--- config.mk ---
export PLATFORM = sky130hd
export DESIGN_NAME = banked_register_file
export DESIGN_NICKNAME = d
export VERILOG_FILES = /design/src/rtl/core/bkrf_pkg.sv /design/src/rtl/core/banked_register_file.sv
export SDC_FILE = /design/constraint.sdc
export NUM_CORES = 1
export LEC_CHECK = 0
export ABC_AREA = 1
export BUFFER_PORTS_ARGS = -buffer_cell sky130_fd_sc_hd__buf_4
export CELL_PAD_IN_SITES_DETAIL_PLACEMENT = 1
export CELL_PAD_IN_SITES_GLOBAL_PLACEMENT = 1
export CORE_ASPECT_RATIO = 1.1
export CORE_MARGIN = 3
export CORE_UTILIZATION = 55
export CTS_CLUSTER_DIAMETER = 80
export DETAILED_ROUTE_END_ITERATION = 7
export GPL_TIMING_DRIVEN = 0
export PLACE_DENSITY = 0.88
export SLEW_MARGIN = 25
export SYNTH_ARGS = -nofsm -noshare
export SYNTH_HDL_FRONTEND = slang
export SYNTH_SLANG_ARGS = --single-unit
export TNS_END_PERCENT = 20
--- constraint.sdc ---
create_clock -name aclk -period 6.46 [get_ports aclk]
set_input_delay 0.323 -clock aclk [delete_from_list [all_inputs] [get_ports aclk]]
set_output_delay 0.323 -clock aclk [all_outputs]
set_load 0.03 [all_outputs]
--- src/rtl/core/bkrf_pkg.sv ---
// ----------------------------------------------------------------------------
// bkrf_pkg
// Command codes, mode codes, beat layouts and slot decoding for the banked
// register file.
// ----------------------------------------------------------------------------
package bkrf_pkg;

    localparam int DATA_W   = 32;
    localparam int MODE_W   = 5;
    localparam int IDX_W    = 4;
    localparam int CMD_W    = 4;

    localparam int GEN_DEPTH = 31;
    localparam int SAV_DEPTH = 5;
    localparam int GEN_AW    = $clog2(GEN_DEPTH);
    localparam int SAV_AW    = $clog2(SAV_DEPTH);

    // Input beat: command, reg_index, write_value, mode_value, zero pad
    localparam int S_CMD_LSB  = 0;
    localparam int S_IDX_LSB  = S_CMD_LSB + CMD_W;
    localparam int S_VAL_LSB  = S_IDX_LSB + IDX_W;
    localparam int S_MODE_LSB = S_VAL_LSB + DATA_W;
    localparam int S_USED_W   = S_MODE_LSB + MODE_W;
    localparam int S_TDATA_W  = ((S_USED_W + 7) / 8) * 8;

    // Result beat: read_data, current_mode, privileged, has_spsr, spsr_missing
    localparam int M_RD_LSB   = 0;
    localparam int M_MODE_LSB = M_RD_LSB + DATA_W;
    localparam int M_PRIV_BIT = M_MODE_LSB + MODE_W;
    localparam int M_HAS_BIT  = M_PRIV_BIT + 1;
    localparam int M_MISS_BIT = M_HAS_BIT + 1;
    localparam int M_TDATA_W  = M_MISS_BIT + 1;

    typedef enum logic [CMD_W-1:0] {
        CMD_RD_BANKED = 4'd0,
        CMD_WR_BANKED = 4'd1,
        CMD_RD_USER   = 4'd2,
        CMD_WR_USER   = 4'd3,
        CMD_RD_CPSR   = 4'd4,
        CMD_WR_CPSR   = 4'd5,
        CMD_RD_SPSR   = 4'd6,
        CMD_WR_SPSR   = 4'd7,
        CMD_SET_MODE  = 4'd8
    } cmd_t;

    localparam logic [MODE_W-1:0] MODE_USR = 5'h10;
    localparam logic [MODE_W-1:0] MODE_FIQ = 5'h11;
    localparam logic [MODE_W-1:0] MODE_IRQ = 5'h12;
    localparam logic [MODE_W-1:0] MODE_SVC = 5'h13;
    localparam logic [MODE_W-1:0] MODE_ABT = 5'h17;
    localparam logic [MODE_W-1:0] MODE_UND = 5'h1B;
    localparam logic [MODE_W-1:0] MODE_SYS = 5'h1F;

    localparam logic [DATA_W-1:0] CPSR_RESET = 32'h0000_0010;

    // Base slots of each bank in the general store
    localparam logic [GEN_AW-1:0] SLOT_FIQ_R8  = 5'd16;
    localparam logic [GEN_AW-1:0] SLOT_IRQ_R13 = 5'd23;
    localparam logic [GEN_AW-1:0] SLOT_SVC_R13 = 5'd25;
    localparam logic [GEN_AW-1:0] SLOT_ABT_R13 = 5'd27;
    localparam logic [GEN_AW-1:0] SLOT_UND_R13 = 5'd29;

    typedef struct packed {
        logic              hit;
        logic [SAV_AW-1:0] slot;
    } spsr_sel_t;

    // Map an architectural register to its slot under the given mode.
    function automatic logic [GEN_AW-1:0] bank_slot(input logic [MODE_W-1:0] mode,
                                                    input logic [IDX_W-1:0]  idx);
        logic [GEN_AW-1:0] base;
        logic [GEN_AW-1:0] slot;
        base = SLOT_IRQ_R13;
        slot = GEN_AW'(idx);
        if (mode == MODE_FIQ) begin
            if (idx >= 4'd8 && idx <= 4'd14) begin
                slot = SLOT_FIQ_R8 + GEN_AW'(idx - 4'd8);
            end
        end else if (idx == 4'd13 || idx == 4'd14) begin
            case (mode)
                MODE_IRQ: base = SLOT_IRQ_R13;
                MODE_SVC: base = SLOT_SVC_R13;
                MODE_ABT: base = SLOT_ABT_R13;
                MODE_UND: base = SLOT_UND_R13;
                default:  base = '0;
            endcase
            if (mode == MODE_IRQ || mode == MODE_SVC || mode == MODE_ABT ||
                mode == MODE_UND) begin
                slot = base + GEN_AW'(idx[0] ^ 1'b1);
            end
        end
        return slot;
    endfunction

    // SPSR bank of the given mode; hit low when the mode has none.
    function automatic spsr_sel_t spsr_slot(input logic [MODE_W-1:0] mode);
        spsr_sel_t sel;
        sel.hit  = 1'b1;
        sel.slot = '0;
        case (mode)
            MODE_FIQ: sel.slot = SAV_AW'(0);
            MODE_IRQ: sel.slot = SAV_AW'(1);
            MODE_SVC: sel.slot = SAV_AW'(2);
            MODE_ABT: sel.slot = SAV_AW'(3);
            MODE_UND: sel.slot = SAV_AW'(4);
            default:  sel.hit  = 1'b0;
        endcase
        return sel;
    endfunction

endpackage

--- src/rtl/core/banked_register_file.sv ---
// ----------------------------------------------------------------------------
// banked_register_file
// ARMv5-style register file with per-mode banking of r8-r14, CPSR and SPSRs.
// ----------------------------------------------------------------------------
// Takes one command beat per cycle and presents its result beat from an
// output register: the beat is captured in an input register, decoded
// against the current CPSR mode, applied to the register file and status
// words, and the result lands in an output register in the same cycle the
// state updates. A command therefore sees every earlier command's effect,
// with no stall. The one-command-per-cycle rate is set by the single
// read/write port of the 31-entry register array and the mode decode in
// front of it; only a stalled result beat holds the input. Entries of the
// register array and the SPSRs hold garbage until written; CPSR resets to
// user mode.
module banked_register_file
    import bkrf_pkg::*;
(
    input  logic                 aclk,
    input  logic                 aresetn,

    input  logic                 s_tvalid,
    output logic                 s_tready,
    // [3:0] command, [7:4] reg_index, [39:8] write_value, [44:40] mode_value
    input  logic [S_TDATA_W-1:0] s_tdata,

    output logic                 m_tvalid,
    input  logic                 m_tready,
    // [31:0] read_data, [36:32] current_mode, [37] privileged,
    // [38] has_spsr, [39] spsr_missing
    output logic [M_TDATA_W-1:0] m_tdata
);

    logic                 in_valid_reg;
    logic [S_USED_W-1:0]  in_data_reg;
    logic                 out_valid_reg;
    logic [M_TDATA_W-1:0] out_data_reg;

    logic [DATA_W-1:0]    status_reg;
    logic [DATA_W-1:0]    status_next;

    logic [DATA_W-1:0]    gen_mem [GEN_DEPTH];
    logic [DATA_W-1:0]    sav_mem [SAV_DEPTH];

    logic                 advance;
    logic                 fire;

    cmd_t                 cmd;
    logic [IDX_W-1:0]     idx;
    logic [DATA_W-1:0]    wr_val;
    logic [MODE_W-1:0]    new_mode;
    logic [MODE_W-1:0]    mode;
    logic [MODE_W-1:0]    mode_after;

    logic [GEN_AW-1:0]    gen_addr;
    spsr_sel_t            spsr_sel;
    logic                 gen_we;
    logic                 sav_we;
    logic                 gen_re;
    logic                 sav_re;
    logic [DATA_W-1:0]    rd_data;
    logic                 missing;
    logic                 priv;
    logic                 has_spsr;

    assign advance  = !out_valid_reg || m_tready;
    assign fire     = in_valid_reg && advance;
    assign s_tready = !in_valid_reg || advance;

    assign cmd      = cmd_t'(in_data_reg[S_CMD_LSB +: CMD_W]);
    assign idx      = in_data_reg[S_IDX_LSB +: IDX_W];
    assign wr_val   = in_data_reg[S_VAL_LSB +: DATA_W];
    assign new_mode = in_data_reg[S_MODE_LSB +: MODE_W];
    assign mode     = status_reg[MODE_W-1:0];
    assign spsr_sel = spsr_slot(mode);

    // User-bank commands bypass the mode decode
    assign gen_addr = (cmd == CMD_RD_USER || cmd == CMD_WR_USER) ? GEN_AW'(idx)
                                                               : bank_slot(mode, idx);

    always_comb begin
        rd_data     = '0;
        missing     = 1'b0;
        gen_we      = 1'b0;
        sav_we      = 1'b0;
        gen_re      = 1'b0;
        sav_re      = 1'b0;
        status_next = status_reg;
        case (cmd)
            CMD_RD_BANKED, CMD_RD_USER: gen_re  = 1'b1;
            CMD_WR_BANKED, CMD_WR_USER: gen_we  = 1'b1;
            CMD_RD_CPSR:                rd_data = status_reg;
            CMD_WR_CPSR:                status_next = wr_val;
            CMD_RD_SPSR: begin
                missing = !spsr_sel.hit;
                sav_re  = spsr_sel.hit;
            end
            CMD_WR_SPSR: begin
                missing = !spsr_sel.hit;
                sav_we  = spsr_sel.hit;
            end
            CMD_SET_MODE: status_next = {status_reg[DATA_W-1:MODE_W], new_mode};
            default: ;
        endcase
    end

    assign mode_after = status_next[MODE_W-1:0];
    assign priv       = (mode_after != MODE_USR);
    assign has_spsr   = (mode_after != MODE_USR) && (mode_after != MODE_SYS);

    always_ff @(posedge aclk) begin
        if (fire && gen_we) begin
            gen_mem[gen_addr] <= wr_val;
        end
        if (fire && sav_we) begin
            sav_mem[spsr_sel.slot] <= wr_val;
        end
    end

    always_ff @(posedge aclk) begin
        if (s_tvalid && s_tready) begin
            in_data_reg <= s_tdata[S_USED_W-1:0];
        end
        if (fire) begin
            if (gen_re) begin
                out_data_reg <= {missing, has_spsr, priv, mode_after, gen_mem[gen_addr]};
            end else if (sav_re) begin
                out_data_reg <= {missing, has_spsr, priv, mode_after,
                                 sav_mem[spsr_sel.slot]};
            end else begin
                out_data_reg <= {missing, has_spsr, priv, mode_after, rd_data};
            end
        end
    end

    always_ff @(posedge aclk) begin
        if (!aresetn) begin
            in_valid_reg  <= 1'b0;
            out_valid_reg <= 1'b0;
            status_reg    <= CPSR_RESET;
        end else begin
            if (s_tready) begin
                in_valid_reg <= s_tvalid;
            end
            if (advance) begin
                out_valid_reg <= in_valid_reg;
            end
            if (fire) begin
                status_reg <= status_next;
            end
        end
    end

    assign m_tvalid = out_valid_reg;
    assign m_tdata  = out_data_reg;

endmodule

==> results of run 1 <==
## logic make-up after synthesis
logic type	Yosys count	share of synthesized area [%]
AO/OA/AOI/OAI	155	1.76
adder cells (fa/ha/maj)	3	0.0720
AND/OR/NAND/NOR	2931	22.7
buffers and inverters	349	2.94
flip-flops	1271	72.5
XOR/XNOR	1	0.0168
## repair_timing
action,4_1_cts
hold buffers,46
resized for setup,0
endpoints found under the hold margin,46
## metal layers
layer  track usage, %  overflow
met1             70.4         0
met2             86.5        47
met3             60.3         2
met4             71.3        47
met5             38.3         0
## cell usage after synthesis
master    instances  share of area, %
a41oi_1           3             0.050
nor3_1            5             0.048
o21ai_0          38              0.36
o21ai_4           1             0.031
clkinv_1          1            0.0072
nand3_2           3             0.058
buf_1            14              0.10
a22oi_1          32              0.46
clkbuf_1         78              0.56
buf_4             3             0.043
nor2_1          171               1.2
buf_2           169               1.6
inv_1            77              0.55
nor3b_1           1             0.014
o211ai_1          4             0.058
o21a_1            1             0.014
inv_2             7             0.050
nand3_1         546               5.2
a21boi_0          1             0.014
nand2_4           2             0.043
edfxtp_1       1237                71
a21oi_4           1             0.031
nand4_1          29              0.35
a21oi_1          71              0.68
o221ai_1          1             0.017
a221o_1           1             0.019
xor2_1            1             0.017
ha_1              3             0.072
nand2_2           2             0.024
dfxtp_1          34               1.3
o21ai_2           1             0.017
nor2_2            5             0.060
nand2_1        2167                16
## stage by stage
step	instance area (µm²)	utilization, %	setup WS [ns]	std cells
4_1_cts	61000	65.4	1.00	6430
2_1_floorplan	52100	-	2.40	4710
3_3_place_gp	54400	58.3	0.0414	6048
3_5_place_dp	56600	60.7	1.23	6155
==> results.yml, run 1 <==
place:
  place.port_buffers: 89
  dp_hpwl_um: 139000
  gp_congestion: 0.945
synthesis:
  syn_nets: 4765
  ys_ff_latch: 1271
  syn_avg_cell_area_um2: 11.1
  syn-cell-area_mm2: 0.0521
  ys_warn_count: 0
  ys_seq_area_share_pct: 72.5
  ys_types: 33
  synth_cells: 4710
status:
  error: "[ERROR GRT-0232] Routing congestion too high. Check the congestion heatmap in the GUI."
  status: "did not finish"
  haltStage: "5_1_grt"
grt:
  grt_usage_pct: 72.0
  grt_antenna_before_repair: 68
  grt_max_degree: 32
  grt-ovfl-total: 96
floorplan:
  num_rows: 117
  die_h_um: 329
  ioPinCount: 94
  die_width_um: 300
  start_util_pct: 55.9
clocking:
  cts-buffers-inserted: 121
  clock_path_buffers: 3
  h-tree-depth: 3
  clock_sinks: 1271
  clockRootBuffer: "clkbuf_16"
  postCtsSetupRepairBufs: 0
==> inputs of run 2 (changes only) <==
CELL_PAD_IN_SITES_DETAIL_PLACEMENT = unset   (was 1)
CELL_PAD_IN_SITES_GLOBAL_PLACEMENT = unset   (was 1)
CORE_ASPECT_RATIO = unset   (was 1.1)
CORE_UTILIZATION = 40   (was 55)
CTS_CLUSTER_DIAMETER = unset   (was 80)
PLACE_DENSITY = unset   (was 0.88)
PLACE_DENSITY_LB_ADDON = 0.15   (was unset)
==> run 2 against run 1 <==
The run now ends clean. Synthesized area unchanged. Synthesized cell count unchanged.
==> results.yml, run 2 <==
drt:
  vias: 36400
  wl_per_cell_um: 24.2
  via_per_inst: 5.23
  totalWireLength_um: 168000
  drc: 0
  drt-pass1-iter-count: 6
  ant_nets: 0
  drtIter0Drc: 3926
clocking:
  cts-buffers-inserted: 140
  h-tree-depth: 4
  clock_path_buffers: 3
  clockRootBuffer: "clkbuf_16"
  clkLatencyLatePin_ns: 0.79
  clk_pin_slew_ns: 0.07
  clock_sinks: 1271
  postCtsSetupRepairBufs: 0
  cts_tree: "done"
  cts_resized: 0
final_layout:
  final_common_cell: "nand2_1"
  areaGrowthSynthToFinish_pct: 20.7
  nets: 5168
  largest_reg_flops: 992
  layout-drive-gt1-share_pct: 12.4
  nFillCells: 11600
  final_cell_mix: "nand2_1, edfxtp_1, nand3_1"
  multiInputGateArea_mm2: 0.0131
  regArea_mm2: 0.0378
power_and_ir_drop:
  p_switching_mw: 4.42
  seq_power_share_pct: 49.0
  p_int_mw: 14.2
  power_density_mw_per_mm2: 297
  p_comb_share_pct: 7.0
  peakVddDrop_v: 0.000286
  leakagePower_nw: 24.8
  swShare_pct: 23.7
  clkPwrFrac_pct: 44.0
  p_total_mw: 18.7
grt:
  grt_usage_pct: 24.8
  grt-ovfl-total: 0
  grt_pass1_wl_um: 242000
  grt_antenna_before_repair: 8
  grt_pass1_vias: 35100
  grt_max_degree: 29
sta:
  fin_hold_ws_ns: 0.0701
  tightest_slew_ns: 1.14
  hold_viol: 0
  fin_ws_ns: 1.38
  fin_worst_skew_ns: 0.0467
  tns_ns: 0
  max_freq_mhz: 197
  rsz0062_at_grt: "no"
  fin_crit_sh_pct: 78.6
  period_minus_slack_ns: 5.08
  setup_viol_count_final: 0
  relSlewSlack_pct: 23.8
  slew_violations: 0
floorplan:
  start_util_pct: 40.6
  die_area_mm2: 0.135
  core_mm2: 0.129
  die_h_um: 367
  ioPinCount: 94
  num_rows: 131
  die_width_um: 367
worst_setup_path:
  arrival_ns: 5.55
  cp_data_required_time_ns: 6.93
  crit_fanout: 21
  worstPathCellList: "nand2_1, nor2_1, nand2_1, nand3_2, ha_1, inv_1, nand3_1, nand2_1, buf_2, buf_2, nand3_1, nor2_4, buf_16"
  critPathMaxStageDelay_ns: 0.85
  startpoint_type: "register"
  slowest_stage: "nor2_4"
  worstSetupPathType: "register to register"
  path_common_cell: "nand2_1"
  endpoint_kind: "register"
synthesis:
  ys_seq_area_share_pct: 72.5
  syn_avg_cell_area_um2: 11.1
  synth_top_area_share_pct: 71.2
  ys_warn_count: 0
  syn_nets: 4765
  synth_cells: 4710
  synthMostInstantiatedCell: "nand2_1"
  synth_ff_type: "edfxtp_1"
  async_flop_share_pct: 0
  synth_edf_count: 1237
  syn-cell-area_mm2: 0.0521
  synth_common_cells: "nand2_1, edfxtp_1, nand3_1"
  synth.area.top_cells: "edfxtp_1, nand2_1, nand3_1, buf_2, dfxtp_1"
  synth_top_area_cell: "edfxtp_1"
  ys_types: 33
  ys_ff_latch: 1271
worst_hold_path:
  worstHoldPathType: "input port to register"
status:
  status: "finished, final reports clean"
place:
  gp_congestion: 0.877
  dp_slack_ns: 1.43
  dp_hpwl_um: 122000
  place.port_buffers: 89
flow_run:
  cap_violations: 0
run 2: cell counts after synthesis:
No cell type changed its count.
run 2: worst max-delay path: cells and delay by family (launching register included):
family / cells / cell delay (ns)
adder cells (fa/ha/maj): 1 / 0.26
buffers and inverters: 4 / 1.01
flip-flops: 1 / 0.48
AND/OR/NAND/NOR: 8 / 2.96
run 2: power groups by stage:
stage / clock [mW] / combinational, mW / sequential [mW]
after global placement: 0 / 1.00 / 9.49
final: 8.22 / 1.30 / 9.15
after floorplan: 0 / 0.567 / 9.37
after global routing: 8.64 / 1.40 / 9.15
after CTS: 8.32 / 1.30 / 9.15
after detailed placement: 0 / 1.27 / 9.32
run 2: what timing repair did:
item,in CTS,in global routing
hold buffers,47,0
endpoints found under the hold margin,47,0
endpoints found under the setup margin,0,0
run 2: path summary, 6_finish.rpt:
| kind | start | end | slack [ns] | cells past startpoint |
|---|---|---|---|---|
| max reg2reg | status_reg[4]$_SDFFE_PN1P_ | gen_mem[8][28]$_DFFE_PP_ | 1.38 | 13 |
| min reg2reg | status_reg[26]$_SDFFE_PN0P_ | status_reg[26]$_SDFFE_PN0P_ | 0.51 | 2 |
| min | aresetn | status_reg[8]$_SDFFE_PN0P_ | 0.07 | 3 |
| max | status_reg[4]$_SDFFE_PN1P_ | gen_mem[8][28]$_DFFE_PP_ | 1.38 | 13 |
run 2: cell type report:
type | count | area share [%]
inverter | 85 | 0.507
timing repair buffer | 261 | 5.78
buffer | 264 | 1.93
tap | 1729 | 3.44
multi-input combinational | 3090 | 20.7
sequential | 1271 | 60.1
clock inverter | 87 | 1.71
antenna | 4 | 0.0159
clock buffer | 167 | 5.78
run 2: metal layers:
layer  track usage (%)  wire length, µm
met1              34.0            70300
met2              39.6            78100
met3              3.50            12300
met5                 0                0
met4              11.0             7660
run 2: cells by family after synthesis:
group | after synthesis | synth area share [%]
adder cells (fa/ha/maj) | 3 | 0.0720
XOR/XNOR | 1 | 0.0168
AO/OA/AOI/OAI | 155 | 1.76
buffers and inverters | 349 | 2.94
AND/OR/NAND/NOR | 2931 | 22.7
flip-flops | 1271 | 72.5
run 2: metrics by stage:
step	std cells	util (%)	cell area, µm²
3_3_place_gp	6528	42.8	55000
2_1_floorplan	4710	-	52100
5_1_grt	6954	49.0	62900
3_5_place_dp	6653	44.9	57700
6_report	6958	49.0	62900
4_1_cts	6954	49.0	62900
(Power assumes the default switching activity.)
==> inputs of run 3 (changes only) <==
clock period = 4.9 ns   (was 6.46 ns; I/O delays follow)
==> run 3 against run 2 <==
Hold slack better by 0.11 ns. Routed wire length up 0.13%. Sequential cell count unchanged. Critical path depth unchanged. Setup slack worse by 1.1 ns. Via count up 0.13%. Fmax up 9.5%. Non-clock buffer count up 19. Sequential share of layout area down 0.19 points. Highest routed layer unchanged.
==> results.yml, run 3 (synthesis gave the netlist of run 2 again) <==
status:
  status: "finished, final reports clean"
floorplan:
  core_mm2: 0.129
  num_rows: 131
  ioPinCount: 94
  die_h_um: 367
  die_area_mm2: 0.135
  start_util_pct: 40.6
  die_width_um: 367
final_layout:
  areaGrowthSynthToFinish_pct: 21.1
  final_cell_mix: "nand2_1, edfxtp_1, nand3_1"
  layout-drive-gt1-share_pct: 12.8
  final_util_pct: 49.1
  final_cells: 6976
  nets: 5187
  largest_reg_flops: 992
  final_common_cell: "nand2_1"
worst_setup_path:
  reg2reg_from: "status_reg[4]$_SDFFE_PN1P_"
  r2r_slack_ns: 0.26
  arrival_ns: 5.11
  rr_worst_depth: 13
  crit_fanout: 20
  r2r-end: "gen_mem[6][12]$_DFFE_PP_"
  startpoint_type: "register"
  cp_data_required_time_ns: 5.37
  endpoint_kind: "register"
  worstSetupPathType: "register to register"
drt:
  totalWireLength_um: 169000
  drc: 0
  ant_nets: 0
  via_per_inst: 5.23
  drt-pass1-iter-count: 6
  vias: 36500
  drtIter0Drc: 3887
  wl_per_cell_um: 24.2
clocking:
  h-tree-depth: 4
  clk_pin_slew_ns: 0.06
  clkLatencyLatePin_ns: 0.79
  cts_tree: "done"
  clock_path_buffers: 3
  clock_sinks: 1271
  clockRootBuffer: "clkbuf_16"
  cts-buffers-inserted: 140
power_and_ir_drop:
  seq_power_share_pct: 49.0
  swShare_pct: 23.7
  power_density_mw_per_mm2: 390
  clkPwrFrac_pct: 44.0
  leakagePower_nw: 24.9
  p_int_mw: 18.8
  peakVddDrop_v: 0.000376
  p_comb_share_pct: 7.0
  p_switching_mw: 5.83
worst_hold_path:
  min_from: "s_tdata[2]"
  min_path_cells: 2
  worstHoldPathType: "input port to register"
  hold_end: "in_data_reg[2]$_DFFE_PP_"
grt:
  grt_pass1_vias: 35100
  grt-ovfl-total: 0
  grt_pass1_wl_um: 243000
  grt_antenna_before_repair: 8
  grt_usage_pct: 24.9
  grt_max_degree: 29
sta:
  fin_crit_sh_pct: 94.6
  tightest_slew_ns: 1.03
  fin_worst_skew_ns: 0.0475
  hold_viol: 0
  setup_viol_count_final: 0
  rsz0062_at_grt: "no"
  period_minus_slack_ns: 4.64
  slew_violations: 0
  max_freq_mhz: 216
  fin_hold_ws_ns: 0.178
  relSlewSlack_pct: 31.2
flow_run:
  cap_violations: 0
place:
  place.port_buffers: 89
  dp_hpwl_um: 122000
  dpl.cell_count: 6653
  gp_congestion: 0.877
run 3: cell types whose count changed in the layout (fill, tap and decap cells not counted):
cell / before / now
buf_12: 10 / 13
nand3_2: 4 / 7
clkbuf_2: 0 / 1
nand3_1: 545 / 542
clkbuf_1: 102 / 101
dlygate4sd3_1: 47 / 48
diode_2: 4 / 3
buf_4: 95 / 110
run 3: how the worst max path moves through the flow:
| stage | start | cells after the start | endpoint | slack (ns) |
|---|---|---|---|---|
| 2_1_floorplan | status_reg[4]$_SDFFE_PN1P_ | 14 | gen_mem[12][0]$_DFFE_PP_ | 0.84 |
| 6_report | status_reg[4]$_SDFFE_PN1P_ | 13 | gen_mem[6][12]$_DFFE_PP_ | 0.26 |
| 4_1_cts | status_reg[4]$_SDFFE_PN1P_ | 13 | gen_mem[8][28]$_DFFE_PP_ | -0.07 |
| 3_5_place_dp | status_reg[4]$_SDFFE_PN1P_ | 13 | gen_mem[26][14]$_DFFE_PP_ | -0.13 |
| 3_3_place_gp | status_reg[4]$_SDFFE_PN1P_ | 14 | gen_mem[15][18]$_DFFE_PP_ | -1.74 |
| 5_1_grt | status_reg[4]$_SDFFE_PN1P_ | 13 | gen_mem[6][22]$_DFFE_PP_ | 0.05 |
run 3: per-stage QoR:
stage / power, mW / setup slack [ns] / instance area (µm²) / setup TNS (ns)
2_1_floorplan: 13.1 / 0.845 / 52100 / 0
3_3_place_gp: 13.8 / -1.74 / 55000 / -1376.63
3_5_place_dp: 14.0 / -0.130 / 57700 / -10.42
4_1_cts: 24.7 / -0.0747 / 63000 / -4.91
5_1_grt: 25.3 / 0.0453 / 63100 / 0
6_report: 24.6 / 0.263 / 63100 / 0
run 3: power groups by stage:
| stage | Combinational [mW] | Sequential, mW | Clock [mW] |
|---|---|---|---|
| global route | 1.85 | 12.1 | 11.4 |
| CTS | 1.71 | 12.1 | 11.0 |
| floorplan | 0.747 | 12.3 | 0 |
| global placement | 1.32 | 12.5 | 0 |
| finish | 1.71 | 12.1 | 10.8 |
| detailed placement | 1.67 | 12.3 | 0 |
run 3: area by class of cell:
type | count | area (µm²)
fill | 11600 | 65400
sequential | 1271 | 37800
multi-input combinational | 3090 | 13100
timing repair buffer | 280 | 3820
clock buffer | 167 | 3630
tap | 1729 | 2160
buffer | 264 | 1210
clock inverter | 87 | 1070
inverter | 85 | 319
antenna | 3 | 7.51
run 3: critical path, stage by stage (launching register included):
cell     delay (ns)
dfxtp_1        0.48
nand2_1        0.13
nor2_1         0.14
nand2_1        0.16
nand3_2        0.17
ha_1           0.26
inv_1          0.06
nand3_1        0.24
nand2_1        0.49
buf_2          0.37
buf_2          0.32
nand3_2        0.52
nor2_4         0.71
buf_16         0.24
run 3: layer usage:
metal	up-vias	share of wire [%]	global-route usage (%)
met5	-	0	0
met4	0	4.5	11.0
met3	268	7.1	3.31
met2	1426	47	39.7
met1	17800	42	34.1
li1	16900	-	-
run 3: repair_timing:
action | CTS | global route
setup endpoints to repair | 197 | 430
gates resized for setup | 1 | 5
hold buffers | 48 | 0
setup buffers | 7 | 11
pin swaps | 2 | 3
endpoints found under the hold margin | 54 | 0
